File: src/sv/assert_macros.svh
// ----------------------------------------------------------------------------
// Assertion macros shared by the frustum cull blocks.
// Both macros sample on i_clk and name the check with the given label.
// ----------------------------------------------------------------------------
`ifndef ASSERT_MACROS_SVH
`define ASSERT_MACROS_SVH
`ifndef SYNTHESIS
// Same-cycle check, disabled while i_rst_n is low.
`define FAC_ASSERT(lbl, prop, msg) \
    lbl: assert property (@(posedge i_clk) disable iff (!i_rst_n) prop) else $error(msg);
// Next-cycle check: ante in one cycle implies cons in the following one.
`define FAC_ASSERT_NXT(lbl, ante, cons, msg) \
    lbl: assert property (@(posedge i_clk) disable iff (!i_rst_n) \
        (ante) |=> (cons)) else $error(msg);
`else
`define FAC_ASSERT(lbl, prop, msg)
`define FAC_ASSERT_NXT(lbl, ante, cons, msg)
`endif
`endif

File: src/sv/fac_pkg.sv
// ----------------------------------------------------------------------------
// fac_pkg
// Types, register map and constants of the frustum cull and classify block.
// ----------------------------------------------------------------------------
package fac_pkg;

    // Plane units and plane registers.
    localparam int FAC_PLANE_COUNT = 6;
    localparam int FAC_PLANE_REGS  = 6;
    localparam int FAC_QUEUE_DEPTH = 4;

    // Configuration port geometry: 64-bit registers at 8-byte spacing.
    localparam int FAC_DATA_W = 64;
    localparam int FAC_ADDR_W = 6;
    localparam int FAC_IDX_W  = 3;

    // Register indexes.
    localparam logic [FAC_IDX_W-1:0] REG_PLANE_LEFT    = 3'd0;
    localparam logic [FAC_IDX_W-1:0] REG_PLANE_RIGHT   = 3'd1;
    localparam logic [FAC_IDX_W-1:0] REG_PLANE_BOTTOM  = 3'd2;
    localparam logic [FAC_IDX_W-1:0] REG_PLANE_TOP     = 3'd3;
    localparam logic [FAC_IDX_W-1:0] REG_PLANE_NEAR    = 3'd4;
    localparam logic [FAC_IDX_W-1:0] REG_PLANE_FAR     = 3'd5;
    localparam logic [FAC_IDX_W-1:0] REG_OPACITY_LIMIT = 3'd6;

    // Opacity limit after reset: 0.999 in Q1.15, rounded up.
    localparam logic [15:0] FAC_OPACITY_RESET = 16'd32736;

    // Plane test accumulator: three 32-bit products plus d scaled by 2^14.
    localparam int FAC_ACC_W   = 34;
    localparam int FAC_D_SHIFT = 14;

    typedef logic [FAC_DATA_W-1:0] t_plane;
    typedef logic [31:0]           t_cnt;
    typedef logic [47:0]           t_tri_sum;

    // One draw item.
    typedef struct packed {
        logic              frame_start;
        logic signed [15:0] min_x;
        logic signed [15:0] min_y;
        logic signed [15:0] min_z;
        logic signed [15:0] max_x;
        logic signed [15:0] max_y;
        logic signed [15:0] max_z;
        logic              bounds_valid;
        logic              has_material;
        logic [15:0]       opacity;
        logic              cast_shadows;
        logic [23:0]       triangles;
    } t_in_item;

    // One result with the frame counters after this item.
    typedef struct packed {
        logic     is_visible;
        logic     is_transparent;
        logic     is_shadow_caster;
        t_cnt     submitted_count;
        t_cnt     culled_count;
        t_cnt     visible_count;
        t_cnt     invalid_count;
        t_tri_sum triangle_total;
        t_cnt     shadow_count;
        t_cnt     opaque_count;
        t_cnt     transparent_count;
    } t_out_item;

    // Classified item passed from the front part to the counting back part.
    typedef struct packed {
        logic        frame_start;
        logic        visible;
        logic        bounds_valid;
        logic        transparent;
        logic        shadow;
        logic [23:0] triangles;
    } t_cls_item;

endpackage

File: src/sv/fac_back.sv
// ----------------------------------------------------------------------------
// fac_back
// Saturating frame counters and the registered result stage.
// ----------------------------------------------------------------------------
`include "assert_macros.svh"

module fac_back import fac_pkg::*; (
    input  logic      i_clk,
    input  logic      i_rst_n,
    input  logic      i_q_valid,
    output logic      o_q_ready,
    input  t_cls_item i_item,
    output logic      o_valid,
    input  logic      i_ready,
    output t_out_item o_out
);

    localparam t_tri_sum TRI_MAX = '1;

    logic      r_valid;
    t_out_item r_out;
    t_out_item n_out;
    logic      w_take;

    function automatic t_cnt inc_sat(input t_cnt c);
        return (c == '1) ? c : c + 1'b1;
    endfunction

    // The result register takes a new item whenever it is empty or being taken.
    assign o_q_ready = !r_valid || i_ready;
    assign w_take    = i_q_valid && o_q_ready;

    // Counter update for the item at the head of the queue.
    always_comb begin
        logic [48:0] v_sum;
        n_out = r_out;
        if (i_item.frame_start) begin
            n_out.submitted_count   = '0;
            n_out.culled_count      = '0;
            n_out.visible_count     = '0;
            n_out.invalid_count     = '0;
            n_out.triangle_total    = '0;
            n_out.shadow_count      = '0;
            n_out.opaque_count      = '0;
            n_out.transparent_count = '0;
        end
        n_out.is_visible       = i_item.visible;
        n_out.is_transparent   = i_item.transparent;
        n_out.is_shadow_caster = i_item.shadow;
        n_out.submitted_count  = inc_sat(n_out.submitted_count);
        if (!i_item.bounds_valid) begin
            n_out.invalid_count = inc_sat(n_out.invalid_count);
        end
        if (i_item.shadow) begin
            n_out.shadow_count = inc_sat(n_out.shadow_count);
        end
        v_sum = {1'b0, n_out.triangle_total} + 49'(i_item.triangles);
        if (!i_item.visible) begin
            n_out.culled_count = inc_sat(n_out.culled_count);
        end else begin
            n_out.visible_count  = inc_sat(n_out.visible_count);
            n_out.triangle_total = v_sum[48] ? TRI_MAX : v_sum[47:0];
            if (i_item.transparent) begin
                n_out.transparent_count = inc_sat(n_out.transparent_count);
            end else begin
                n_out.opaque_count = inc_sat(n_out.opaque_count);
            end
        end
    end

    // Result register; its counter fields are the frame state.
    always_ff @(posedge i_clk) begin
        if (!i_rst_n) begin
            r_valid <= 1'b0;
            r_out   <= '0;
        end else begin
            if (o_q_ready) begin
                r_valid <= i_q_valid;
            end
            if (w_take) begin
                r_out <= n_out;
            end
        end
    end

    assign o_valid = r_valid;
    assign o_out   = r_out;

    // Every item is submitted, so no class count can pass the submitted count.
    `FAC_ASSERT(fac_vis_le_sub, (r_out.visible_count <= r_out.submitted_count), "visible count above submitted count")
    `FAC_ASSERT(fac_cull_le_sub, (r_out.culled_count <= r_out.submitted_count), "culled count above submitted count")
    `FAC_ASSERT_NXT(fac_take_valid, w_take, r_valid, "taken item not presented")

endmodule

File: config.mk
export PLATFORM = sky130hd
export DESIGN_NAME = fac_back
export DESIGN_NICKNAME = d
export VERILOG_FILES = /design/src/sv/fac_pkg.sv /design/src/sv/fac_back.sv
export VERILOG_INCLUDE_DIRS = /design/src /design/src/sv
export SDC_FILE = /design/constraint.sdc
export NUM_CORES = 1
export LEC_CHECK = 0
export ABC_AREA = 0
export BUFFER_PORTS_ARGS = -buffer_cell sky130_fd_sc_hd__buf_2
export CORE_UTILIZATION = 56
export CTS_CLUSTER_SIZE = 25
export DETAILED_ROUTE_END_ITERATION = 10
export PLACE_DENSITY = 0.81
export SETUP_SLACK_MARGIN = 0.15
export SYNTH_ARGS = -nofsm -noshare
export SYNTH_HDL_FRONTEND = slang
export SYNTH_SLANG_ARGS = --single-unit
export TNS_END_PERCENT = 50
File: constraint.sdc
create_clock -name i_clk -period 5.2 [get_ports i_clk]
set_input_delay 0.52 -clock i_clk [delete_from_list [all_inputs] [get_ports i_clk]]
set_output_delay 0.52 -clock i_clk [all_outputs]
set_load 0.1 [all_outputs]
==> results of run 1 <==
-- layer usage --
metal	vias to the layer above	global-route usage, %	part of all wire (%)
met5	-	0	0.026
met2	793	53.8	45
met1	7770	44.0	41
met4	2	14.3	4.2
met3	130	5.15	9.1
li1	7637	-	-
-- power breakdown --
| group | leakage (nW) | internal (mW) | switching (mW) |
|---|---|---|---|
| sequential | 2.23 | 2.14 | 0.0311 |
| clock | 0.503 | 1.31 | 0.886 |
| combinational | 4.69 | 0.124 | 0.452 |
| total | 7.42 | 3.57 | 1.37 |
-- state kept, by name, summed over array words and instances (netlist names) --
| register | cells |
|---|---|
| o_out | 275 |
| o_valid | 1 |
-- metrics by stage --
step                      util, %  std cells  power, mW  hold WS, ns
final                        67.6       2659       4.94        0.266
after global routing         67.6       2659       5.07        0.279
after CTS                    67.6       2659       4.94        0.254
after detailed placement     63.9       2605       2.78        0.455
after global placement       63.9       2605       2.77        0.449
after floorplan                 -       2017       2.65        0.656
-- how the worst min path moves through the flow --
stage                             from                       to  slack [ns]  cells after the start
4_1_cts                     i_item[24]  o_out[272]$_SDFFE_PN0P_        0.25                      3
6_report                    i_item[24]  o_out[272]$_SDFFE_PN0P_        0.27                      3
5_1_grt                     i_item[24]  o_out[272]$_SDFFE_PN0P_        0.28                      3
2_1_floorplan               i_item[24]  o_out[272]$_SDFFE_PN0P_        0.66                      2
3_3_place_gp   o_out[272]$_SDFFE_PN0P_  o_out[272]$_SDFFE_PN0P_        0.45                      2
3_5_place_dp   o_out[272]$_SDFFE_PN0P_  o_out[272]$_SDFFE_PN0P_        0.46                      2
-- kinds of logic (layout without fill, tap and decap cells) --
family / count (synthesis) / after routing
multiplexers: 5 / 5
AND/OR/NAND/NOR: 1028 / 1028
buffers and inverters: 139 / 409
flip-flops: 276 / 276
AO/OA/AOI/OAI: 367 / 367
adder cells (fa/ha/maj): 32 / 32
XOR/XNOR: 170 / 170
-- worst max-delay path, stage by stage (launching register included) --
cell and delay, ns:
dfxtp_1 0.35, nor2b_1 0.15, ha_1 0.23, fa_1 0.41, a21oi_1 0.25, o211ai_1 0.13, a221o_1 0.40, o221ai_1 0.31
nand2_1 0.09, a31oi_1 0.55, buf_4 0.31, nor3b_1 0.27, o22ai_1 0.12
-- layout by cell type (no fill, tap or decap), types with 32 or more instances in the layout --
cell type  Yosys  final
a21oi_1       97     97
and2_1        44     44
and3_1        43     43
buf_2          5    308
dfxtp_1      276    276
inv_1         33     32
nand2_1      333    331
nand3_1       99     99
nand4_1       58     58
nor2_1       234    231
nor2b_1       46     46
nor3_1        41     41
o21ai_0       83     83
xnor2_1       85     85
xor2_1        85     85
-- area by class of cell --
| class | count | share of cell area, % |
|---|---|---|
| Timing Repair Buffer | 322 | 9.03 |
| Clock inverter | 7 | 0.463 |
| Tap cell | 372 | 2.53 |
| Multi-Input combinational cell | 1602 | 52.2 |
| Sequential cell | 276 | 30.1 |
| Clock buffer | 47 | 5.04 |
| Inverter | 33 | 0.701 |
==> flow_summary.toml, run 1 <==
[synth]
synthAdderAreaFrac_pct = 2.61
synth_compound_area_share_pct = 15.8
ys_seq_elements = 276
synth_ff_type = "dfxtp_1"
yosys_warnings = 0
synth.distinct_cells = 88
avgSynthCellArea_um2 = 7.76
synth_commonest_cells = "333 x nand2_1, 276 x dfxtp_1, 234 x nor2_1"
synth.cell_area_um2 = 15600
muxShareOfSynthArea_pct = 0.336
yosysSeqAreaShare_pct = 35.3
yosys.area.top_type_share_pct = 35.3
netlist_instances = 2017
synth_area_leader_cell = "dfxtp_1"
yosys-top-cells-area = "dfxtp_1 35%, nand2_1 8.0%, nor2_1 5.6%, xnor2_1 4.8%, xor2_1 4.8%"
synth_nets = 2082
yosysMostFrequentCell = "nand2_1"
synth_edf_count = 0
synth-xor-area-share_pct = 9.52
synth_top_family_by_area = "simple AND/OR/NAND/NOR gates"
synthArstFlopShare_pct = 0
yosys.area_share.simple_pct = 32.9

[routing]
drtIter0Drc = 1589
first_pass_iters = 6
drc = 0
antenna_left = 0
wirelength_mm = 49.3
vias = 16332
wl_per_cell_um = 18.6
viasPerCell = 6.14

[place]
gp_congestion = 0.936
dp_hpwl_mm = 33.6
dp_slack_ns = 1.12
io_buffers = 309
placed_area_um2 = 17400

[clock_tree]
ctsResizeCount = 0
clock-sinks = 276
cts_tree = "built"
holdBufCountCts = 0
clk_latency_ns = 0.55
postCtsSetupBuffers = 0
cts_htree_levels = 1
numCtsBuffers = 30
root_buffer = "clkbuf_16"
cts_buffer_depth = 3
clk_pin_slew_ns = 0.06

[setup_path]
cp-startpoint = "o_out[96]$_SDFFE_PN0P_"
worstSetupStartpointType = "flop"
critical_path_peak_fanout = 13
endpoint = "o_out[97]$_SDFFE_PN0P_"
required_ns = 5.62
cp_data_arrival_time_ns = 4.11
reg2reg_slack_ns = 1.51
reg2reg_from = "o_out[96]$_SDFFE_PN0P_"
r2r_end = "o_out[97]$_SDFFE_PN0P_"
path_class = "reg -> reg"
cp-end-kind = "flop"
reg2regPathDepth = 12

[floorplanning]
ios = 310
die_w_um = 169
start_util_pct = 57.6
dieArea_um2 = 28600
rows = 60
die_h_um = 169
core_um2 = 27200

[final_layout]
nets = 2330
layout-drive-gt1-share_pct = 18.1
multi_input_area_um2 = 9590
fill_cells = 2333
final_cell_area_um2 = 18400
diodes = 0
seq_area_um2 = 5530
area_growth_pct = 17.4

[run]
max_cap_viol_count = 0

[timing]
rsz0062_at_grt = "false"
finalSetupTns_ns = 0
setup_viol = 0
fmax_ghz = 0.271
hold_viol = 0
fin_crit_sh_pct = 70.9
drv_slew = 0
fin_skew_ns = 0.0114
relSlewSlack_pct = 19.2
timing.final.crit_period_ns = 3.69
setup_ws_ns = 1.51
tightest_slew_ns = 1.21

[global_routing]
grt_pass1_vias = 15123
grt_usage_pct = 33.3
antenna_found_initial = 1
overflow = 0
grt_pass1_wl_mm = 77.9
grt_start_max_net_pins = 126

[worst_hold_path]
hp-class = "in -> reg"

[pwr]
p_leak_nw = 7.42
max-vdd-ir-drop_v = 0.000248
power.density_nw_per_um2 = 269

[outcome]
outcome = "complete, no violations"
No activity file was read; power rests on OpenSTA's default activity.
==> run 2: changes to the inputs <==
--- a/config.mk
+++ b/config.mk
@@ -8,10 +8,10 @@
 export LEC_CHECK = 0
 export ABC_AREA = 0
 export BUFFER_PORTS_ARGS = -buffer_cell sky130_fd_sc_hd__buf_2
-export CORE_UTILIZATION = 56
+export CORE_UTILIZATION = 51
 export CTS_CLUSTER_SIZE = 25
 export DETAILED_ROUTE_END_ITERATION = 10
-export PLACE_DENSITY = 0.81
+export PLACE_DENSITY = 0.78
 export SETUP_SLACK_MARGIN = 0.15
 export SYNTH_ARGS = -nofsm -noshare
 export SYNTH_HDL_FRONTEND = slang
==> constraint.sdc (replaced) <==
create_clock -name i_clk -period 3 [get_ports i_clk]
set_input_delay 0.3 -clock i_clk [delete_from_list [all_inputs] [get_ports i_clk]]
set_output_delay 0.3 -clock i_clk [all_outputs]
set_load 0.1 [all_outputs]
==> flow_summary.toml, run 2 (synthesis gave the netlist of run 1 again) <==
[global_routing]
grtUsageMet1_pct = 42.2
gr-usage-met3_pct = 5.95
grt_usage_pct = 32.7
antenna_found_initial = 1
busiest_layer = "met2"
grt_start_max_net_pins = 69
grt_pass1_vias = 15842
grt_pass1_wl_mm = 82.9
overflow = 0
grt.met2_usage_pct = 52.4

[floorplanning]
start_util_pct = 52.4
die_h_um = 177
dieArea_um2 = 31400
rows = 63
ios = 310
die_w_um = 177
core_um2 = 29900

[final_layout]
area_growth_pct = 29.4
fill_cells = 2484
diodes = 0
multi_input_area_um2 = 10000
final_cell_mix = "330 x nand2_1, 308 x buf_2, 270 x dfxtp_1"
final_common_cell = "nand2_1"
largest_reg_flops = 275
nets = 2482
seq_area_um2 = 5530
layout-drive-gt1-share_pct = 26.2

[setup_path]
reg2reg_from = "o_out[115]$_SDFFE_PN0P_"
crit_chain = "nor2b_1, ha_1, buf_4, o21a_1, o21ai_0, o31ai_2, or3_1, o211ai_1, buf_4, nand2_4, o21a_1, o221a_2"
slowest_stage = "or3_1"
worstSetupStartpointType = "flop"
path_buf_inv = 2
cp_top_family = "compound AO/OA/AOI/OAI gates"
critical_path_peak_fanout = 5
required_ns = 3.45
cp_data_arrival_time_ns = 3.35
cp-end-kind = "flop"
cp-startpoint = "o_out[115]$_SDFFE_PN0P_"
slowest_delay_ns = 0.37
path_class = "reg -> reg"

[pwr]
switchingPower_mw = 2.51
power.density_nw_per_um2 = 462
internal_power_mw = 6.84
p_leak_nw = 8.38
pwr-share-comb_pct = 12.7
clkPwrFrac_pct = 47.0
swShare_pct = 26.8
seq_power_share_pct = 40.2
power_mw = 9.35
max-vdd-ir-drop_v = 0.000555

[clock_tree]
cts_buffer_depth = 3
root_buffer = "clkbuf_16"
clk_latency_ns = 0.57
numCtsBuffers = 31
holdBufCountCts = 0
clock-sinks = 276
clk_pin_slew_ns = 0.06
cts_htree_levels = 1
cts_tree = "built"

[timing]
timing.final.crit_period_ns = 2.91
setup_viol = 0
finalSetupTns_ns = 0
hold_viol = 0
fin_skew_ns = 0.0134
relSlewSlack_pct = 53.0
rsz0062_at_grt = "true"
fin_crit_sh_pct = 96.9
fmax_ghz = 0.344
tightest_slew_ns = 0.703
drv_slew = 0

[run]
max_cap_viol_count = 0

[routing]
wl_per_cell_um = 18.9
viasPerCell = 6.03
vias = 17059
drc = 0
drtIter0Drc = 1597
antenna_left = 0
first_pass_iters = 6
wirelength_mm = 53.5

[worst_hold_path]
min_from = "i_item[24]"
hp-class = "in -> reg"

[place]
gp_congestion = 0.934
io_buffers = 309
dp_hpwl_mm = 37.9

[outcome]
outcome = "complete, no violations"
## run 2: cell count changes in the layout (fill, tap and decap cells not counted), sizes merged
| cell | previous run | this run |
|---|---|---|
| clkbuf | 47 | 39 |
| nand2 | 333 | 334 |
| buf | 322 | 472 |
| inv | 33 | 32 |
| clkinvlp | 0 | 1 |
| clkinv | 5 | 7 |
| bufinv | 2 | 9 |
## run 2: path summary, 6_finish.rpt
check | endpoint | cells after the start | slack (ns)
worst max-delay path | o_out[133]$_SDFFE_PN0P_ | 12 | 0.09
worst min-delay path | o_out[272]$_SDFFE_PN0P_ | 3 | 0.05
worst max register to register | o_out[133]$_SDFFE_PN0P_ | 12 | 0.09
worst min register to register | o_out[175]$_SDFFE_PN0P_ | 1 | 0.49
## run 2: metrics by stage
step                hold WS [ns]  worst slack (ns)  area (um^2)  cells  util (%)
finish                    0.0495            0.0944        20200   2829      67.8
global route              0.0682           -0.0509        20200   2829      67.8
CTS                       0.0300             0.127        20100   2828      67.1
detailed placement         0.470            -0.162        18700   2767      62.7
global placement           0.469            -0.110        18700   2767      62.7
floorplan                  0.436            -0.746        15900   2017         -
## run 2: power by group through the flow
stage / combinational, mW / clock, mW / sequential, mW
detailed placement: 1.13 / 0 / 3.84
global placement: 1.11 / 0 / 3.83
global route: 1.25 / 4.57 / 3.76
CTS: 1.15 / 4.42 / 3.76
floorplan: 0.474 / 0 / 4.13
finish: 1.19 / 4.40 / 3.76
## run 2: per-layer routing
metal	vias to the layer above	share of wire (%)
met5	-	0.015
met4	2	5.1
met3	188	8.7
met2	832	45
met1	8064	41
li1	7973	-
## run 2: what timing repair did
action,in CTS,in global routing
cloned,1,0
resized for setup,22,43
pin swaps,9,19
endpoints found under the setup margin,44,49
endpoints found under the hold margin,0,0
buffers inserted,5,1
## run 2: worst min-delay path: stages
cell	delay, ns
buf_2	0.14
nand2_1	0.06
a21oi_1	0.05
## run 2: cell type report
type                    instances  share of cell area [%]
multi-input cells            1603                    49.6
flip-flops and latches        276                    27.3
repair buffers                472                    14.2
clock buffers                  39                    4.28
well taps                     390                    2.41
clock inverters                16                    1.53
inverters                      33                   0.655
