File: config.mk
export PLATFORM = sky130hd
export DESIGN_NAME = fac_regs
export DESIGN_NICKNAME = d
export VERILOG_FILES = /design/src/sv/assert_macros.svh /design/src/sv/fac_pkg.sv /design/src/sv/fac_regs.sv
export SDC_FILE = /design/constraint.sdc
export NUM_CORES = 1
export LEC_CHECK = 0
export BUFFER_PORTS_ARGS = -buffer_cell sky130_fd_sc_hd__buf_2
export CAP_MARGIN = 20
export CORE_UTILIZATION = 33
export DETAILED_ROUTE_END_ITERATION = 16
export HOLD_SLACK_MARGIN = 0.06
export SLEW_MARGIN = 20
export SYNTH_ARGS = -nofsm -noshare
export SYNTH_HDL_FRONTEND = slang
export SYNTH_SLANG_ARGS = --single-unit
File: constraint.sdc
create_clock -name i_clk -period 7.7 [get_ports i_clk]
set_input_delay 0.385 -clock i_clk [delete_from_list [all_inputs] [get_ports i_clk]]
set_output_delay 0.385 -clock i_clk [all_outputs]
set_load 0.03 [all_outputs]
File: src/sv/assert_macros.svh
// ----------------------------------------------------------------------------
// Assertion macros shared by the frustum cull blocks.
// Both macros sample on i_clk and name the check with the given label.
// ----------------------------------------------------------------------------
`ifndef ASSERT_MACROS_SVH
`define ASSERT_MACROS_SVH
`ifndef SYNTHESIS
// Same-cycle check, disabled while i_rst_n is low.
`define FAC_ASSERT(lbl, prop, msg) \
    lbl: assert property (@(posedge i_clk) disable iff (!i_rst_n) prop) else $error(msg);
// Next-cycle check: ante in one cycle implies cons in the following one.
`define FAC_ASSERT_NXT(lbl, ante, cons, msg) \
    lbl: assert property (@(posedge i_clk) disable iff (!i_rst_n) \
        (ante) |=> (cons)) else $error(msg);
`else
`define FAC_ASSERT(lbl, prop, msg)
`define FAC_ASSERT_NXT(lbl, ante, cons, msg)
`endif
`endif

File: src/sv/fac_pkg.sv
// ----------------------------------------------------------------------------
// fac_pkg
// Types, register map and constants of the frustum cull and classify block.
// ----------------------------------------------------------------------------
package fac_pkg;

    // Plane units and plane registers.
    localparam int FAC_PLANE_COUNT = 6;
    localparam int FAC_PLANE_REGS  = 6;
    localparam int FAC_QUEUE_DEPTH = 4;

    // Configuration port geometry: 64-bit registers at 8-byte spacing.
    localparam int FAC_DATA_W = 64;
    localparam int FAC_ADDR_W = 6;
    localparam int FAC_IDX_W  = 3;

    // Register indexes.
    localparam logic [FAC_IDX_W-1:0] REG_PLANE_LEFT    = 3'd0;
    localparam logic [FAC_IDX_W-1:0] REG_PLANE_RIGHT   = 3'd1;
    localparam logic [FAC_IDX_W-1:0] REG_PLANE_BOTTOM  = 3'd2;
    localparam logic [FAC_IDX_W-1:0] REG_PLANE_TOP     = 3'd3;
    localparam logic [FAC_IDX_W-1:0] REG_PLANE_NEAR    = 3'd4;
    localparam logic [FAC_IDX_W-1:0] REG_PLANE_FAR     = 3'd5;
    localparam logic [FAC_IDX_W-1:0] REG_OPACITY_LIMIT = 3'd6;

    // Opacity limit after reset: 0.999 in Q1.15, rounded up.
    localparam logic [15:0] FAC_OPACITY_RESET = 16'd32736;

    // Plane test accumulator: three 32-bit products plus d scaled by 2^14.
    localparam int FAC_ACC_W   = 34;
    localparam int FAC_D_SHIFT = 14;

    typedef logic [FAC_DATA_W-1:0] t_plane;
    typedef logic [31:0]           t_cnt;
    typedef logic [47:0]           t_tri_sum;

    // One draw item.
    typedef struct packed {
        logic              frame_start;
        logic signed [15:0] min_x;
        logic signed [15:0] min_y;
        logic signed [15:0] min_z;
        logic signed [15:0] max_x;
        logic signed [15:0] max_y;
        logic signed [15:0] max_z;
        logic              bounds_valid;
        logic              has_material;
        logic [15:0]       opacity;
        logic              cast_shadows;
        logic [23:0]       triangles;
    } t_in_item;

    // One result with the frame counters after this item.
    typedef struct packed {
        logic     is_visible;
        logic     is_transparent;
        logic     is_shadow_caster;
        t_cnt     submitted_count;
        t_cnt     culled_count;
        t_cnt     visible_count;
        t_cnt     invalid_count;
        t_tri_sum triangle_total;
        t_cnt     shadow_count;
        t_cnt     opaque_count;
        t_cnt     transparent_count;
    } t_out_item;

    // Classified item passed from the front part to the counting back part.
    typedef struct packed {
        logic        frame_start;
        logic        visible;
        logic        bounds_valid;
        logic        transparent;
        logic        shadow;
        logic [23:0] triangles;
    } t_cls_item;

endpackage

File: src/sv/fac_regs.sv
// ----------------------------------------------------------------------------
// fac_regs
// APB register file: six clip planes and the opacity limit.
// ----------------------------------------------------------------------------
module fac_regs import fac_pkg::*; #(
    parameter int PLANE_COUNT = FAC_PLANE_COUNT
) (
    input  logic                           i_clk,
    input  logic                           i_rst_n,
    input  logic                           psel,
    input  logic                           penable,
    input  logic                           pwrite,
    input  logic [FAC_ADDR_W-1:0]          paddr,
    input  logic [FAC_DATA_W-1:0]          pwdata,
    output logic [FAC_DATA_W-1:0]          prdata,
    output logic                           pready,
    output logic [PLANE_COUNT-1:0][FAC_DATA_W-1:0] o_planes,
    output logic [15:0]                    o_opacity_limit
);

    t_plane                r_plane [FAC_PLANE_REGS];
    logic [15:0]           r_opacity;
    logic [FAC_IDX_W-1:0]  w_idx;
    logic                  w_wr;

    // Registers sit at 8-byte spacing.
    assign w_idx  = paddr[FAC_ADDR_W-1:FAC_ADDR_W-FAC_IDX_W];
    assign w_wr   = psel && penable && pwrite;
    assign pready = 1'b1;

    // Register writes; an index past the list is dropped.
    always_ff @(posedge i_clk) begin
        if (!i_rst_n) begin
            for (int i = 0; i < FAC_PLANE_REGS; i++) begin
                r_plane[i] <= '0;
            end
            r_opacity <= FAC_OPACITY_RESET;
        end else if (w_wr) begin
            case (w_idx)
                REG_OPACITY_LIMIT: begin
                    r_opacity <= pwdata[15:0];
                end
                default: begin
                    if (w_idx < FAC_IDX_W'(FAC_PLANE_REGS)) begin
                        r_plane[w_idx] <= pwdata;
                    end
                end
            endcase
        end
    end

    // Register reads.
    always_comb begin
        case (w_idx)
            REG_OPACITY_LIMIT: begin
                prdata = {{(FAC_DATA_W-16){1'b0}}, r_opacity};
            end
            default: begin
                if (w_idx < FAC_IDX_W'(FAC_PLANE_REGS)) begin
                    prdata = r_plane[w_idx];
                end else begin
                    prdata = '0;
                end
            end
        endcase
    end

    // Plane units past the configured planes see an all-zero plane.
    for (genvar p = 0; p < PLANE_COUNT; p++) begin : g_plane_out
        if (p < FAC_PLANE_REGS) begin : g_real
            assign o_planes[p] = r_plane[p];
        end else begin : g_zero
            assign o_planes[p] = '0;
        end
    end

    assign o_opacity_limit = r_opacity;

endmodule

==> results of run 1 <==
-- power by group through the flow --
stage / Combinational, mW / Clock [mW] / Sequential [mW]
finish: 0.853 / 2.15 / 2.58
CTS: 0.858 / 2.18 / 2.58
floorplan: 0.295 / 0 / 2.86
detailed placement: 0.856 / 0 / 2.63
global route: 0.889 / 2.26 / 2.59
global placement: 0.854 / 0 / 2.62
-- layout by cell type (no fill, tap or decap), types with 12 or more instances in the layout --
master     count
buf_2        532
edfxtp_1     384
nor2_1       192
and2_1       182
mux2i_1      134
nand2_1      118
mux2_2        64
o221ai_1      48
clkbuf_16     47
a221oi_1      32
buf_4         26
dfxtp_1       16
clkinv_2      12
-- through the flow --
step | instances | hold slack [ns] | setup slack, ns
after floorplan | 1337 | 0.5832 | 1.433
after global placement | 2482 | 0.4547 | 3.777
after detailed placement | 2482 | 0.4599 | 3.733
after CTS | 2566 | 0.09418 | 3.999
after global routing | 2568 | 0.1207 | 4.263
final | 2570 | 0.1286 | 4.366
-- per-layer routing --
metal  vias to the layer above  global-route usage
met3                       112             0.05075
met5                         -                   0
met2                       620              0.4005
li1                       5896                   -
met1                      6681              0.2891
met4                         0             0.07974
-- final timing paths --
path | cells after the start | end | startpoint
max | 7 | prdata[51] | paddr[4]
min | 2 | r_plane[2][20]$_SDFFCE_PN0P_ | pwdata[20]
max reg2reg | 2 | o_opacity_limit[11]$_SDFFE_PN1P_ | o_opacity_limit[11]$_SDFFE_PN1P_
min reg2reg | 2 | o_opacity_limit[2]$_SDFFE_PN0P_ | o_opacity_limit[2]$_SDFFE_PN0P_
-- cells by family (layout without fill, tap and decap cells) --
| logic type | Yosys count | after routing | share of synthesized area |
|---|---|---|---|
| other | 1 | 3 | 0.0002096 |
| AND/OR/NAND/NOR | 520 | 520 | 0.1389 |
| multiplexers | 198 | 198 | 0.1152 |
| buffers and inverters | 115 | 658 | 0.03504 |
| AO/OA/AOI/OAI | 103 | 103 | 0.04825 |
| flip-flops | 400 | 400 | 0.6624 |
-- state kept, by name (all words and copies together), names as in the netlist --
| register | flops |
|---|---|
| o_opacity_limit | 16 |
| r_plane | 384 |
-- layout make-up --
class	instances	area [um2]
inverter	12	45.04
clock buffer	54	1212
clock inverter	30	254.0
timing repair buffer	562	2928
multi-input combinational	822	5517
tap	688	860.8
antenna	2	5.005
fill	4989	30400
sequential	400	11850
-- worst max-delay path, delay by kind of cell --
kind / cells / cell delay, ns
AO/OA/AOI/OAI: 1 / 0.17
buffers and inverters: 4 / 1.80
multiplexers: 1 / 0.40
AND/OR/NAND/NOR: 1 / 0.06
==> metrics list, run 1 <==
- The number of global-route vias before repair is 13.30k.
- Max-cap violations in this run came to 0.
* Share of post-route cells with drive strength above 1: 0.3814
* Switching portion of total power: 0.2866
- Routability-driven placement finished with a final weighted congestion of approximately 0.85.
- The netlist uses 33 different library cells.
- The most used flip-flop cell after synthesis is edfxtp_1.
* Share of the synthesized area in the top cell type: 0.6445
- The floorplan has 84 rows.
- Area of the mapped netlist: 17890 um2
- Antenna violations before repair: 1
- Entering global routing, the biggest net connects 66 pins.
* Highest clock rate: ~300 MHz
* Hold-fix buffers, CTS: 0
- Number of H-tree levels: 2
- The routed design could run at a clock period as short as 3.334 ns.
- Gates resized during post-CTS repair numbered 0.
* CTS tree: done
- In the final routing, the length of wire on met1 measures roughly 27000 um.
- First-pass GRT wire length: 93670 um
- First-pass DRT Iterations: 7
- Critical Path End Type: primary output
- In this run the cell area measured after placement is 21150 um2.
* Width of the chip: 234.9 um
* Internal power contribution: 3.983 mW
- Post-layout net count: 1918
- Layout Cell Area excl Fill: between 20000 and 25000 um2
- WP data required: 7.32 ns
- Chip height: 234.9 um
* Highest metal used: met4
- Total power per unit cell area: ~250 nW/um2
* Share of total power in the clock network: 0.385
- Compared with the post-synthesis result, the final layout area differs by 26.72%.
- Clock skew on the completed layout was measured at 0 ns.
* Number of vias per cell after detailed routing: 5.179
- Cell types with the largest area share after synthesis: edfxtp_1, mux2i_1, and2_1, nor2_1, mux2_2
* Sum of met3 wire segment lengths after detailed routing: 4898 um
- Wire segments on met2 add up to between 30000 and 40000 um in the final route.
* Sequential cell fraction of total power: 0.462
- CP Cell Sequence: buf_6, buf_4, buf_4, mux2_2, nand2_1, o221ai_1, buf_2
* Final routed wirelength across all metal layers: 65950 um
* CTS sink count: 400
- The final hold violation count was 0.
- The slowest stage of the critical path is the buf_4 cell.
- Post-CTS timing repair inserted 0 buffers for setup.
- Highest fanout seen on the critical path: 41
* Routed WL per cell: 25.66 um
- Number of input and output port buffers inserted: 535
- For the pin with the worst max-slew slack, the measured transition is 1.119 ns.
- Proportion of synthesized flip-flops having asynchronous set or reset: 0
- Worst voltage drop across the vdd grid: 0.1786 mV
- Max Root-Sink Buffers: 3
* Worst path max stage delay: 0.61 ns
* Post-route DRC violation count: 0
- Leading cell type by number of instances after synthesis: edfxtp_1
* Num CTS Buffers: 45
- Combinational Power Share: 0.153
* Clk Latency, worst-skew pair: 0.56 ns
- Library cell appearing most often on the critical path: buf_4
- First DRT Iteration DRCs: 857
- After clock tree synthesis, the clock-pin slew on the worst setup and hold paths is roughly 0.060 ns.
- Overall power of the completed layout: 5.583 mW
- Crit share post-route: 0.4330
- ANT nets after route: 0
- In the global route stage, overall resource usage came out at 0.2331.
- In this run the tightest slew margin relative to its limit is 0.2539.
- Seq cells post-synth: 400
- Effective utilization at floorplan: 0.3371
* Status: finished clean
- Final Max Tran Viols: 0
- Sequential cell area fraction in the yosys report: 0.6624
- Root cell of the clock tree: clkbuf_16
- Pin placement for this block handled 540 I/O pins.
- Global routing finished with a remaining overflow of 0.
- Core Area: between 50000 and 60000 um2
* Critical Path Start Type: primary input
* Overall die area: about 55000 um2
- A synthesized cell averages 13.38 um2.
- The biggest area contributor in the post-synthesis netlist is edfxtp_1.
- Across all layers, the routed design uses 13.31k vias.
- Post-synthesis cell count: 1337
- Counting instances in the post-synthesis netlist gives the leading cell types as edfxtp_1, nor2_1, and2_1.
* Lkg Pwr: between 9 and 10 nW
- In this run the worst hold path is classified as primary input to flop.
- When the netlist entered floorplanning its net count stood at 1412.
- Yosys mapped a number of flops with a built-in enable equal to 384.
- The worst register-to-register path has a setup slack of 6.96 ns.
- Switching power of the nets: about 1.6 mW
* Data arrival time of the critical path: about 3 ns
- Worst Setup Path Type: primary input to primary output
- Setup violations remaining at the end of the flow were counted as 0.
- For this run, the share of the core covered by cells in the final layout is 0.4272.
- Half-perimeter wire length after detailed placement: 41070 um
* Total negative slack: 0 ns
* Synth warn: 0
* Setup repair after global routing missed its margin: no
No activity file was read; power rests on OpenSTA's default activity.
==> run 2, diff against run 1 <==
clock period = 2.93 ns   (was 7.7 ns; I/O delays follow)
==> run 2 against run 1 <==
Sequential cell count unchanged. Core utilization up 1.4 points. Worst hold slack better by 0.077 ns. First-iteration DRC count up 16%. Power rose to 2.6 times the previous value. Register-to-register slack worse by 4.7 ns. Wire length down 2.5%. Highest routed layer unchanged. Non-clock buffer count up 81. Clock-buffer cell count up 6. Via count up 2.1%.
==> metrics list, run 2 (synthesized netlist as in run 1, its figures left out) <==
- The worst register-to-register path has a depth of 2.
* Hold path cells: 4
* Post-route DRC violation count: 0
* Share of post-route cells with drive strength above 1: 0.3693
* Highest clock rate: 451.7 MHz
- The worst setup path is launched from a flop.
* Slew headroom: 0.5108
- Entering global routing, the biggest net connects 87 pins.
* Number of inserted filler cells in the final layout: 4863
- Final Max Tran Viols: 0
- Number of vias per cell after detailed routing: around 5.1
- Total GRT Usage: 0.2256
- Cell total after placement: around 2.5k
- The final hold violation count came to 0.
- TritonCTS built the clock tree.
- Worst voltage drop across the vdd grid: slightly below 0.6 mV
- Number of standard-cell rows in the floorplan: 84
* Worst-Margin Slew: 0.7331 ns
- PnR worst setup slack: 0.7160 ns
- The startpoint identified for the worst register-to-register timing path is o_opacity_limit[13]$_SDFFE_PN1P_.
* Worst path max stage delay: approximately 0.47 ns
* Kind of cell adding the most delay to the critical path: compound AO/OA/AOI/OAI gates
- After floorplanning, the core was sized to cover 53080 um2.
- The critical path is of the flop to primary output type.
- For flop-to-flop paths, the worst setup slack is 2.23 ns.
- At the end of the flow, the number of nets in the layout was 1998.
- Wires add up to ~64000 um.
- Clock latency on the worst-skew pair, taken at its later pin, is 0.55 ns.
- The cell that appears most often on the critical path is a221oi_1.
- WP data required: 2.78 ns
- Lkg Pwr: 9.368 nW
* Footprint of the flip-flops and latches: 11850 um2
- Dividing total power by cell area gives a power density of 611.4 nW/um2.
* Detailed-route via count: ~14k
- Multi-input combinational cell area: ~5500 um2
* Half-perimeter wire length after detailed placement: 42160 um
- Along the worst path, the maximum fanout reaches 2.
* First-pass GRT wire length: 91990 um
* Root cell of the clock tree: clkbuf_16
- CTS clock-pin slew for the worst setup and hold paths: 0.06 ns
- The largest individual stage delay along the critical path comes from the cell a221oi_1.
* Worst setup skew after layout: 0 ns
* Area added between synthesis and finish: 30.82%
* Worst min-delay path category: primary input to flop
- Together, buffers and inverters on the worst path number 1.
- Setup repair after global routing left no endpoint under its margin.
- End of the worst hold path: o_opacity_limit[8]$_SDFFE_PN1P_
- Final-layout worst hold slack: 0.2054 ns
- Worst reg2reg path endpoint: o_opacity_limit[13]$_SDFFE_PN1P_
- From bottom edge to top edge, the die measures about 230 um.
* GR Overflow Total: 0
* Commonest non-fill, non-tap cell in the layout: buf_2
* Effective utilization at floorplan: 0.3371
* Overall die area: 55150 um2
* Final min period: 2.214 ns
* CTS sink count: 400
* Number of global-route vias before repair: between 10k and 15k
- OpenSTA, run right after detailed placement, puts the worst setup slack at 0.7178 ns.
* Number of H-tree levels: 2
- Top-Level Pins: 540
- The number of antenna violations at the first check in global routing is 0.
* Final estimated routing congestion in global placement: 0.8501
- The repair_antennas step left the layout with diodes totalling 0.
- Number of input and output port buffers inserted: ~540
* Num CTS Buffers: 44
- The worst hold path begins at penable.
- r_plane holds more flip-flops than any other register.
* Critical Path End Type: primary output
- Dividing the final minimum period by the clock period gives 0.7556.
- After the flow finishes, the layout carries non-filler instances totaling 2646.
- Max Cap Violations: 0
- The run finished with clean final reports.
- First DRT Iteration DRCs: 997
- Data arrival time of the critical path: around 2.1 ns
* Routed WL per cell: about 24 um
* ANT nets after route: 0
* Max FFs per register: 384
* CP Cell Sequence: mux2_2, a221oi_1, a221oi_1, buf_2
* First-pass DRT Iterations: 5
* Top library cells by usage in the layout, fill and taps aside: buf_2, edfxtp_1, nor2_1
* # setup viols final: 0
* Max Root-Sink Buffers: 3
* Width of the chip: 234.9 um
- The design draws 14.31 mW.
==> run 2: cell count changes in the layout (fill, tap and decap cells not counted), sizes merged <==
cell | before | now
buf | 562 | 579
bufinv | 4 | 1
clkbuf | 54 | 60
clkinv | 21 | 16
clkinvlp | 3 | 1
diode | 2 | 0
dlygate4sd3 | 0 | 64
inv | 14 | 15
==> run 2: stage by stage <==
step	TNS (ns)	util	area, um2
floorplan	-3.565	-	17920
global placement	0	0.4040	21440
detailed placement	0	0.4040	21440
CTS	0	0.4410	23410
global route	0	0.4410	23410
finish	0	0.4410	23410
==> run 2: what timing repair did <==
action	CTS	global route
resized for setup	0	0
endpoints found under the setup margin	0	0
hold buffers	64	0
buffers inserted	0	0
hold endpoints to repair	400	0
==> run 2: power by group <==
group | total (mW) | switching, mW | leakage (nW) | internal [mW]
combinational | 2.33 | 1.67 | 4.93 | 0.660
sequential | 6.78 | 0.200 | 3.79 | 6.59
clock | 5.19 | 2.25 | 0.648 | 2.94
==> run 2: worst max-delay path by stage <==
stage / from / end / slack (ns) / cells after the start
2_1_floorplan: paddr[3] / r_plane[1][0]$_SDFFCE_PN0P_ / -0.03 / 6
3_3_place_gp: paddr[5] / prdata[48] / 0.72 / 6
3_5_place_dp: paddr[5] / prdata[48] / 0.72 / 6
4_1_cts: r_plane[2][0]$_SDFFCE_PN0P_ / prdata[0] / 0.58 / 4
5_1_grt: r_plane[2][0]$_SDFFCE_PN0P_ / prdata[0] / 0.57 / 4
6_report: r_plane[2][0]$_SDFFCE_PN0P_ / prdata[0] / 0.72 / 4
==> run 2: layout make-up <==
class,instances,area share
Sequential cell,400,0.5063
Timing Repair Buffer,643,0.1629
Clock buffer,60,0.05094
Tap cell,688,0.03678
Inverter,12,0.001924
Clock inverter,21,0.005666
Multi-Input combinational cell,822,0.2355
==> run 2: layer usage <==
metal,GRT usage,up-vias,share of wire
met3,0.05075,90,0.080
met1,0.2813,6783,0.40
li1,-,6061,-
met5,0,-,0
met2,0.3874,658,0.50
met4,0.07097,0,0.023
==> run 2: worst register-to-register path, cell delays in order (launching register included) <==
cell,delay [ns]
dfxtp_1,0.32
o21ai_0,0.09
o311ai_1,0.13
