`config.mk`:
```
export PLATFORM = sky130hd
export DESIGN_NAME = fac_queue
export DESIGN_NICKNAME = d
export VERILOG_FILES = /design/src/sv/fac_pkg.sv /design/src/sv/fac_queue.sv
export VERILOG_INCLUDE_DIRS = /design/src /design/src/sv
export SDC_FILE = /design/constraint.sdc
export NUM_CORES = 1
export LEC_CHECK = 0
export BUFFER_PORTS_ARGS = -buffer_cell sky130_fd_sc_hd__buf_2
export CAP_MARGIN = 20
export CORE_ASPECT_RATIO = 1.1
export CORE_MARGIN = 1.5
export CORE_UTILIZATION = 25
export DETAILED_ROUTE_END_ITERATION = 8
export PLACE_DENSITY = 0.4
export SKIP_CTS_REPAIR_TIMING = 1
export SLEW_MARGIN = 20
export SYNTH_ARGS = -nofsm -noshare
export SYNTH_HDL_FRONTEND = slang
export SYNTH_SLANG_ARGS = --single-unit
```
`constraint.sdc`:
```
create_clock -name i_clk -period 7.4 [get_ports i_clk]
set_input_delay 0 -clock i_clk [delete_from_list [all_inputs] [get_ports i_clk]]
set_output_delay 0 -clock i_clk [all_outputs]
set_load 0.01 [all_outputs]
```
`src/sv/assert_macros.svh`:
```
// ----------------------------------------------------------------------------
// Assertion macros shared by the frustum cull blocks.
// Both macros sample on i_clk and name the check with the given label.
// ----------------------------------------------------------------------------
`ifndef ASSERT_MACROS_SVH
`define ASSERT_MACROS_SVH
`ifndef SYNTHESIS
// Same-cycle check, disabled while i_rst_n is low.
`define FAC_ASSERT(lbl, prop, msg) \
    lbl: assert property (@(posedge i_clk) disable iff (!i_rst_n) prop) else $error(msg);
// Next-cycle check: ante in one cycle implies cons in the following one.
`define FAC_ASSERT_NXT(lbl, ante, cons, msg) \
    lbl: assert property (@(posedge i_clk) disable iff (!i_rst_n) \
        (ante) |=> (cons)) else $error(msg);
`else
`define FAC_ASSERT(lbl, prop, msg)
`define FAC_ASSERT_NXT(lbl, ante, cons, msg)
`endif
`endif

```
`src/sv/fac_pkg.sv`:
```
// ----------------------------------------------------------------------------
// fac_pkg
// Types, register map and constants of the frustum cull and classify block.
// ----------------------------------------------------------------------------
package fac_pkg;

    // Plane units and plane registers.
    localparam int FAC_PLANE_COUNT = 6;
    localparam int FAC_PLANE_REGS  = 6;
    localparam int FAC_QUEUE_DEPTH = 4;

    // Configuration port geometry: 64-bit registers at 8-byte spacing.
    localparam int FAC_DATA_W = 64;
    localparam int FAC_ADDR_W = 6;
    localparam int FAC_IDX_W  = 3;

    // Register indexes.
    localparam logic [FAC_IDX_W-1:0] REG_PLANE_LEFT    = 3'd0;
    localparam logic [FAC_IDX_W-1:0] REG_PLANE_RIGHT   = 3'd1;
    localparam logic [FAC_IDX_W-1:0] REG_PLANE_BOTTOM  = 3'd2;
    localparam logic [FAC_IDX_W-1:0] REG_PLANE_TOP     = 3'd3;
    localparam logic [FAC_IDX_W-1:0] REG_PLANE_NEAR    = 3'd4;
    localparam logic [FAC_IDX_W-1:0] REG_PLANE_FAR     = 3'd5;
    localparam logic [FAC_IDX_W-1:0] REG_OPACITY_LIMIT = 3'd6;

    // Opacity limit after reset: 0.999 in Q1.15, rounded up.
    localparam logic [15:0] FAC_OPACITY_RESET = 16'd32736;

    // Plane test accumulator: three 32-bit products plus d scaled by 2^14.
    localparam int FAC_ACC_W   = 34;
    localparam int FAC_D_SHIFT = 14;

    typedef logic [FAC_DATA_W-1:0] t_plane;
    typedef logic [31:0]           t_cnt;
    typedef logic [47:0]           t_tri_sum;

    // One draw item.
    typedef struct packed {
        logic              frame_start;
        logic signed [15:0] min_x;
        logic signed [15:0] min_y;
        logic signed [15:0] min_z;
        logic signed [15:0] max_x;
        logic signed [15:0] max_y;
        logic signed [15:0] max_z;
        logic              bounds_valid;
        logic              has_material;
        logic [15:0]       opacity;
        logic              cast_shadows;
        logic [23:0]       triangles;
    } t_in_item;

    // One result with the frame counters after this item.
    typedef struct packed {
        logic     is_visible;
        logic     is_transparent;
        logic     is_shadow_caster;
        t_cnt     submitted_count;
        t_cnt     culled_count;
        t_cnt     visible_count;
        t_cnt     invalid_count;
        t_tri_sum triangle_total;
        t_cnt     shadow_count;
        t_cnt     opaque_count;
        t_cnt     transparent_count;
    } t_out_item;

    // Classified item passed from the front part to the counting back part.
    typedef struct packed {
        logic        frame_start;
        logic        visible;
        logic        bounds_valid;
        logic        transparent;
        logic        shadow;
        logic [23:0] triangles;
    } t_cls_item;

endpackage

```
`src/sv/fac_queue.sv`:
```
// ----------------------------------------------------------------------------
// fac_queue
// Short register queue that decouples classification from counting.
// ----------------------------------------------------------------------------
`include "assert_macros.svh"

module fac_queue import fac_pkg::*; #(
    parameter int DEPTH = FAC_QUEUE_DEPTH
) (
    input  logic      i_clk,
    input  logic      i_rst_n,
    input  logic      i_valid,
    output logic      o_ready,
    input  t_cls_item i_item,
    output logic      o_valid,
    input  logic      i_ready,
    output t_cls_item o_item
);

    localparam int PTR_W = $clog2(DEPTH);
    localparam int CNT_W = $clog2(DEPTH + 1);

    t_cls_item        r_mem [DEPTH];
    logic [PTR_W-1:0] r_wr_ptr;
    logic [PTR_W-1:0] r_rd_ptr;
    logic [CNT_W-1:0] r_count;
    logic             w_push;
    logic             w_pop;

    assign o_ready = (r_count != CNT_W'(DEPTH));
    assign o_valid = (r_count != '0);
    assign w_push  = i_valid && o_ready;
    assign w_pop   = o_valid && i_ready;
    assign o_item  = r_mem[r_rd_ptr];

    // Entry storage.
    always_ff @(posedge i_clk) begin
        if (w_push) begin
            r_mem[r_wr_ptr] <= i_item;
        end
    end

    // Pointers and fill count.
    always_ff @(posedge i_clk) begin
        if (!i_rst_n) begin
            r_wr_ptr <= '0;
            r_rd_ptr <= '0;
            r_count  <= '0;
        end else begin
            if (w_push) begin
                r_wr_ptr <= (r_wr_ptr == PTR_W'(DEPTH - 1)) ? '0 : r_wr_ptr + 1'b1;
            end
            if (w_pop) begin
                r_rd_ptr <= (r_rd_ptr == PTR_W'(DEPTH - 1)) ? '0 : r_rd_ptr + 1'b1;
            end
            case ({w_push, w_pop})
                2'b10:   r_count <= r_count + 1'b1;
                2'b01:   r_count <= r_count - 1'b1;
                default: r_count <= r_count;
            endcase
        end
    end

    // The fill count stays within the depth and agrees with the pointers.
    `FAC_ASSERT(fac_q_count_bound, (r_count <= CNT_W'(DEPTH)), "queue fill count over depth")
    `FAC_ASSERT(fac_q_empty_ptrs, ((r_count == '0) |-> (r_wr_ptr == r_rd_ptr)), "empty queue with unequal pointers")
    `FAC_ASSERT_NXT(fac_q_push_fill, (w_push && !w_pop), (r_count != '0), "push left queue empty")

endmodule

```
==> results_dict.tcl, run 1 <==
set metrics [dict create \
    result_of_the_run "finished, final reports clean" \
    cp_common_cell "sky130_fd_sc_hd__inv_1" \
    netlist_instances 207 \
    drt-initial-drc-count 157 \
    dp_hpwl_um 5280 \
    hold_violations 0 \
    worstPathRequired_ns 7.74 \
    fraction_of_final_layout_cells_sized_beyond_drive_strength_1_pct 38.1 \
    tritoncts_clock_tree "built" \
    ctsHtreeMaxLevel 4 \
    clk_pin_slew_ns 0.05 \
    clk-insertion-delay-late_ns 0.41 \
    synth.lib_cells_used.distinct 26 \
    count_of_flip_flops_with_a_built_in_enable_after_synthesis 116 \
    synthDominantCellAreaShare_pct 74.4 \
    floorplan.die.width_um 133 \
    timing.final.crit_share_pct 33.8 \
    yosysSeqAreaShare_pct 78.3 \
    timing_worst_setup_path_type "reg2reg" \
    worst-endpoint-arrival_ns 2.84 \
    core_region_area_mm2 0.0183 \
    cts.path.max_buffers 2 \
    initial_core_utilization_pct 25.5 \
    wire_length_after_detailed_routing_um 9460 \
    post-route-worst-setup-slack_ns 4.90 \
    min-delay-start "i_ready" \
    tightestPinTransition_ns 0.889 \
    critPathMaxFanout 7 \
    min_delay_worst_type "in2reg" \
    critical-path-top-delay-family "simple AND/OR/NAND/NOR gates" \
    synthArstFlopShare_pct 0 \
    rsz0062_at_grt "no" \
    crit_path_top_delay_cell "sky130_fd_sc_hd__or3b_1" \
    post_drt_via_cell_ratio 4.10 \
    cp_cell_sequence "or3b_1 -> and2_4 -> inv_1 -> ha_1 -> inv_1 -> fa_1 -> xor2_1 -> or3_2 -> a21boi_0" \
    footprint_of_the_multi_input_gates_um2 937 \
    power_leakage_nw 2.09 \
    timing.final.crit_period_ns 2.50 \
    chipHeight_um 146 \
    grt_pass1_vias 2414 \
    max-cap-violations 0 \
    critical-path-max-stage-delay_ns 0.46 \
    post-synth-top-count-cell "sky130_fd_sc_hd__edfxtp_1" \
    core_rows 52 \
    grt_pass1_wl_um 14300 \
    synthTopCellsByArea "sky130_fd_sc_hd__edfxtp_1, sky130_fd_sc_hd__mux4_2, sky130_fd_sc_hd__dfxtp_1" \
    antenna_found_initial 0 \
    final.setup_skew_ns 0.00683 \
    regToRegSetupSlack_ns 4.90 \
    power.ir.vdd_worst_uv 183 \
    worst_setup_path_startpoint "r_count[2]" \
    grt_max_degree 30 \
    detail-route-antenna-nets 0 \
    remaining_drc_errors 0 \
    clock-sinks 125 \
    total_die_area_mm2 0.0195 \
    overflow 0 \
    timing.max_slew.rel_slack_pct 40.8 \
    fin_hold_ws_ns 0.0229 \
    fill_cells 1790 \
    maximum_clock_frequency_ghz 0.399 \
    crit-reg2reg-launch "r_count[2]" \
    design.portCount 64 \
    cts-buffers-inserted 17 \
    area.sequential_mm2 0.00367 \
    setup_viol_count_final 0 \
    synth_nets 247 \
    post_synth.cell_area_avg_um2 22.6 \
    ys.warnings.count 0 \
    power_density_mw_per_mm2 339 \
    setup.worst_path.start_class "flop" \
    syn2layout_area_growth_pct 31.0 \
    finalNetCount 355 \
    endpoint_kind "flop" \
    postSynthRegisterBits 125 \
    placement.setup.worst_slack_ns 4.91 \
    grt_use_total_pct 10.4 \
    num_vias 2340 \
    globalplace.congestion 0.639 \
    number_of_input_and_output_port_buffers_inserted 63 \
    critical_path_buf_inv_count 2 \
    first_drt_pass_iteration_count 4 \
    final_count_of_pins_violating_max_slew 0 \
    cts.root.buffer_cell "sky130_fd_sc_hd__clkbuf_16" \
    syn-cell-area_mm2 0.00468 \
    post-synth-top-area-cell "sky130_fd_sc_hd__edfxtp_1" \
    antennaDiodeCount 0 \
    setup_tns_ns 0 \
    wl_per_cell_um 16.6 \
    synth_common_cells "sky130_fd_sc_hd__edfxtp_1, sky130_fd_sc_hd__mux4_2, sky130_fd_sc_hd__dfxtp_1, sky130_fd_sc_hd__inv_1" \
    synth_flop_cell "sky130_fd_sc_hd__edfxtp_1" \
]
[report_power, final]
| part | internal (mW) | switching, mW |
|---|---|---|
| Combinational | 0.208 | 0.216 |
| Clock | 0.488 | 0.278 |
| Sequential | 0.857 | 0.0346 |
[cells in the final DEF, fill, tap and decap left out, types with 2 or more instances in the layout]
| cell | count |
|---|---|
| sky130_fd_sc_hd__edfxtp_1 | 116 |
| sky130_fd_sc_hd__buf_2 | 63 |
| sky130_fd_sc_hd__dlygate4sd3_1 | 33 |
| sky130_fd_sc_hd__mux4_2 | 29 |
| sky130_fd_sc_hd__clkbuf_16 | 17 |
| sky130_fd_sc_hd__inv_1 | 7 |
| sky130_fd_sc_hd__dfxtp_1 | 7 |
| sky130_fd_sc_hd__nand2_1 | 6 |
| sky130_fd_sc_hd__ha_1 | 6 |
| sky130_fd_sc_hd__clkbuf_1 | 5 |
| sky130_fd_sc_hd__and3_2 | 4 |
| sky130_fd_sc_hd__o21ai_0 | 4 |
| sky130_fd_sc_hd__clkinv_1 | 4 |
| sky130_fd_sc_hd__clkinv_2 | 3 |
| sky130_fd_sc_hd__or3_2 | 2 |
| sky130_fd_sc_hd__and2_1 | 2 |
| sky130_fd_sc_hd__nor2_1 | 2 |
| sky130_fd_sc_hd__nand3_1 | 2 |
| sky130_fd_sc_hd__dfxtp_2 | 2 |
| sky130_fd_sc_hd__bufinv_16 | 2 |
[layer usage]
metal / global-route usage (%) / share of wire, %
met1: 12.3 / 45
met2: 16.2 / 48
met3: 4.58 / 5.2
met4: 5.22 / 2.1
met5: 0 / 0
[path summary, 6_finish.rpt]
kind              cells past startpoint     endpoint
setup reg to reg                      9   r_count[2]
hold reg to reg                       2  r_wr_ptr[1]
setup / recovery                      9   r_count[2]
hold / removal                        3         flop
[worst reg2reg max path, cell delays in order, from the launching register on]
cell and delay (ns):
sky130_fd_sc_hd__dfxtp_1 0.37, sky130_fd_sc_hd__or3b_1 0.46, sky130_fd_sc_hd__and2_4 0.21, sky130_fd_sc_hd__inv_1 0.05, sky130_fd_sc_hd__ha_1 0.17, sky130_fd_sc_hd__inv_1 0.06
sky130_fd_sc_hd__fa_1 0.37, sky130_fd_sc_hd__xor2_1 0.16, sky130_fd_sc_hd__or3_2 0.40, sky130_fd_sc_hd__a21boi_0 0.17
[stage by stage]
stage | total power [mW] | area [um2] | std cells | utilization [%]
final | 2.08 | 6130 | 571 | 33.4
after CTS | 2.10 | 5800 | 538 | 31.6
after global placement | 1.33 | 5260 | 506 | 28.6
after detailed placement | 1.33 | 5260 | 506 | 28.6
after floorplan | 1.17 | 4680 | 207 | -
after global routing | 2.19 | 6130 | 571 | 33.4
[kinds of logic after synthesis]
logic type	share of synthesized area, %
muxes	14.2
adders and majority gates	2.03
buffers and inverters	1.68
and+or+nand+nor	2.59
AOI/OAI and AO/OA	0.856
xor gates and xnor gates	0.374
DFF	78.3
[final cells by class]
type | instances | share of cell area (%)
clock inverters | 10 | 1.59
multi-input cells | 67 | 15.3
flip-flops and latches | 125 | 59.8
repair buffers | 97 | 10.7
clock buffers | 22 | 7.25
inverters | 7 | 0.429
well taps | 243 | 4.96
[registers in the layout, indices dropped and copies added, names as in the netlist, named ones only]
name      flops
r_count       3
r_mem       116
r_rd_ptr      2
r_wr_ptr      2
Note: power is estimated with default switching activity, not from simulation.
==> run 2: changes to the inputs <==
Clock period 7.4 ns to 2.6 ns, I/O delays scaled along.
==> run 2 against run 1 <==
  * Clock power rose to 2.9 times the previous value
  * First-iteration DRC count down 6.4%
  * Register-to-register slack worse by 4.7 ns
  * Core utilization up 0.33 points
  * Clock-buffer cell count down 4
  * Flip-flop and latch count unchanged
  * Largest power group unchanged
==> results_dict.tcl, run 2 (same netlist as run 1, synthesis figures left out) <==
set metrics [dict create \
    endpoint_kind "flop" \
    final_count_of_pins_violating_max_slew 0 \
    clk_pin_slew_ns 0.06 \
    flip_flop_count_of_the_largest_register_all_copies_and_words_added 116 \
    final.setup_skew_ns 0.00862 \
    power_leakage_nw 2.13 \
    initial_core_utilization_pct 25.5 \
    wl_per_cell_um 16.3 \
    first_drt_pass_iteration_count 6 \
    power_switching_mw 1.55 \
    grt_max_degree 30 \
    drt-initial-drc-count 147 \
    result_of_the_run "finished, final reports clean" \
    cts.path.max_buffers 2 \
    critical-path-top-delay-family "simple AND/OR/NAND/NOR gates" \
    final_common_cell "sky130_fd_sc_hd__edfxtp_1" \
    biggestRegsByFlops "r_mem: 116 flops, r_count: 3 flops" \
    core_region_area_mm2 0.0183 \
    setup.worst_path.start_class "flop" \
    timing.final.crit_share_pct 92.7 \
    detail-route-antenna-nets 0 \
    post-route-worst-setup-slack_ns 0.190 \
    overflow 0 \
    antenna_found_initial 0 \
    min-delay-start "i_ready" \
    num_vias 2317 \
    total_die_area_mm2 0.0195 \
    rsz0062_at_grt "no" \
    post_drt_via_cell_ratio 4.03 \
    layout.cell_area.non_filler_mm2 0.00619 \
    power_density_mw_per_mm2 970 \
    timing.rr.end "r_count[2]" \
    clk-insertion-delay-late_ns 0.41 \
    wire_length_after_detailed_routing_um 9400 \
    hold_violations 0 \
    critPathMaxFanout 7 \
    grt_pass1_vias 2424 \
    crit_path_top_delay_cell "sky130_fd_sc_hd__or3b_4" \
    combPwrFrac_pct 20.3 \
    setup_viol_count_final 0 \
    timing.max_slew.rel_slack_pct 40.5 \
    antennaDiodeCount 0 \
    cts.root.buffer_cell "sky130_fd_sc_hd__clkbuf_16" \
    power.share.clock_pct 36.9 \
    globalplace.congestion 0.698 \
    dp_hpwl_um 5520 \
    core_rows 52 \
    timing_worst_setup_path_type "reg2reg" \
    area.sequential_mm2 0.00367 \
    worst-endpoint-arrival_ns 2.76 \
    swShare_pct 25.7 \
    finalNetCount 359 \
    cp_cell_sequence "or3b_4 -> and2_4 -> inv_1 -> ha_1 -> inv_1 -> fa_1 -> xor2_1 -> or3_2 -> a21boi_1" \
    remaining_drc_errors 0 \
    leading_cell_types_in_the_layout_fill_and_taps_excluded "sky130_fd_sc_hd__edfxtp_1, sky130_fd_sc_hd__buf_2, sky130_fd_sc_hd__dlygate4sd3_1" \
    crit-reg2reg-launch "r_count[2]" \
    floorplan.die.width_um 133 \
    max_flop_register "r_mem" \
    fill_cells 1818 \
    fraction_of_final_layout_cells_sized_beyond_drive_strength_1_pct 41.3 \
    cts-buffers-inserted 17 \
    maximum_clock_frequency_ghz 0.415 \
    clock-sinks 125 \
    tightestPinTransition_ns 0.892 \
    design.portCount 64 \
    max-cap-violations 0 \
    grt_use_total_pct 10.3 \
    place_area_mm2 0.00530 \
    min_delay_worst_type "in2reg" \
    ctsHtreeMaxLevel 4 \
    min_delay_path_depth 3 \
    timing.final.crit_period_ns 2.41 \
    chipHeight_um 146 \
    final_util_pct 33.7 \
    number_of_input_and_output_port_buffers_inserted 63 \
    critical-path-max-stage-delay_ns 0.43 \
    power.ir.vdd_worst_uv 433 \
    grt_pass1_wl_um 14400 \
    critical_path_buf_inv_count 2 \
    setup_tns_ns 0 \
    placement.setup.worst_slack_ns 0.132 \
    syn2layout_area_growth_pct 32.2 \
    internal-power_mw 4.46 \
    tritoncts_clock_tree "built" \
    cp_common_cell "sky130_fd_sc_hd__inv_1" \
    p_seq_share_pct 42.8 \
    r2r_cells 9 \
    footprint_of_the_multi_input_gates_um2 940 \
    regToRegSetupSlack_ns 0.19 \
    worstPathRequired_ns 2.95 \
]
## run 2: cell types whose count changed in the layout (fill, tap and decap cells not counted), sizes merged
cell      delta
clkinv       +3
buf          +4
clkinvlp     +1
clkbuf       -4
## run 2: worst max-delay path by stage
stage                     slack [ns]         end  cells past startpoint  startpoint
after floorplan                 0.23  r_count[2]                     10  r_count[2]
after global placement          0.17  r_count[2]                      9  r_count[2]
after detailed placement        0.13  r_count[2]                      9  r_count[2]
after CTS                       0.12  r_count[2]                      9  r_count[2]
after global routing            0.03  r_count[2]                      9  r_count[2]
final                           0.19  r_count[2]                      9  r_count[2]
## run 2: final cells by class
cell class                 instances  area share (%)
sequential                       125            59.2
multi-input combinational         67            15.2
timing repair buffer             101            11.2
clock buffer                      18            6.93
tap                              243            4.91
clock inverter                    14            2.06
inverter                           7           0.425
## run 2: worst min-delay path, stage by stage
cell                      delay, ns
sky130_fd_sc_hd__buf_2         0.10
sky130_fd_sc_hd__o31ai_1       0.14
sky130_fd_sc_hd__o21ai_0       0.14
## run 2: metal layers
layer / vias up / track usage [%] / routed length (um)
met4: 0 / 5.38 / 200
met2: 50 / 16.1 / 4490
met1: 1180 / 12.6 / 4260
met3: 13 / 3.72 / 450
met5: - / 0 / 0
li1: 1074 / - / -
## run 2: stage by stage
stage          instances  power (mW)  hold slack (ns)
5_1_grt              575        6.31           0.0685
2_1_floorplan        207        3.34           0.0989
3_3_place_gp         510        3.81            0.217
3_5_place_dp         510        3.83            0.223
4_1_cts              542        6.06           -0.213
6_report             575        6.00           0.0292
## run 2: power groups by stage
stage	combinational [mW]	clock, mW	sequential [mW]
after floorplan	0.820	0	2.52
after global placement	1.20	0	2.61
after detailed placement	1.21	0	2.62
after CTS	1.21	2.27	2.58
after global routing	1.35	2.36	2.60
final	1.22	2.21	2.57
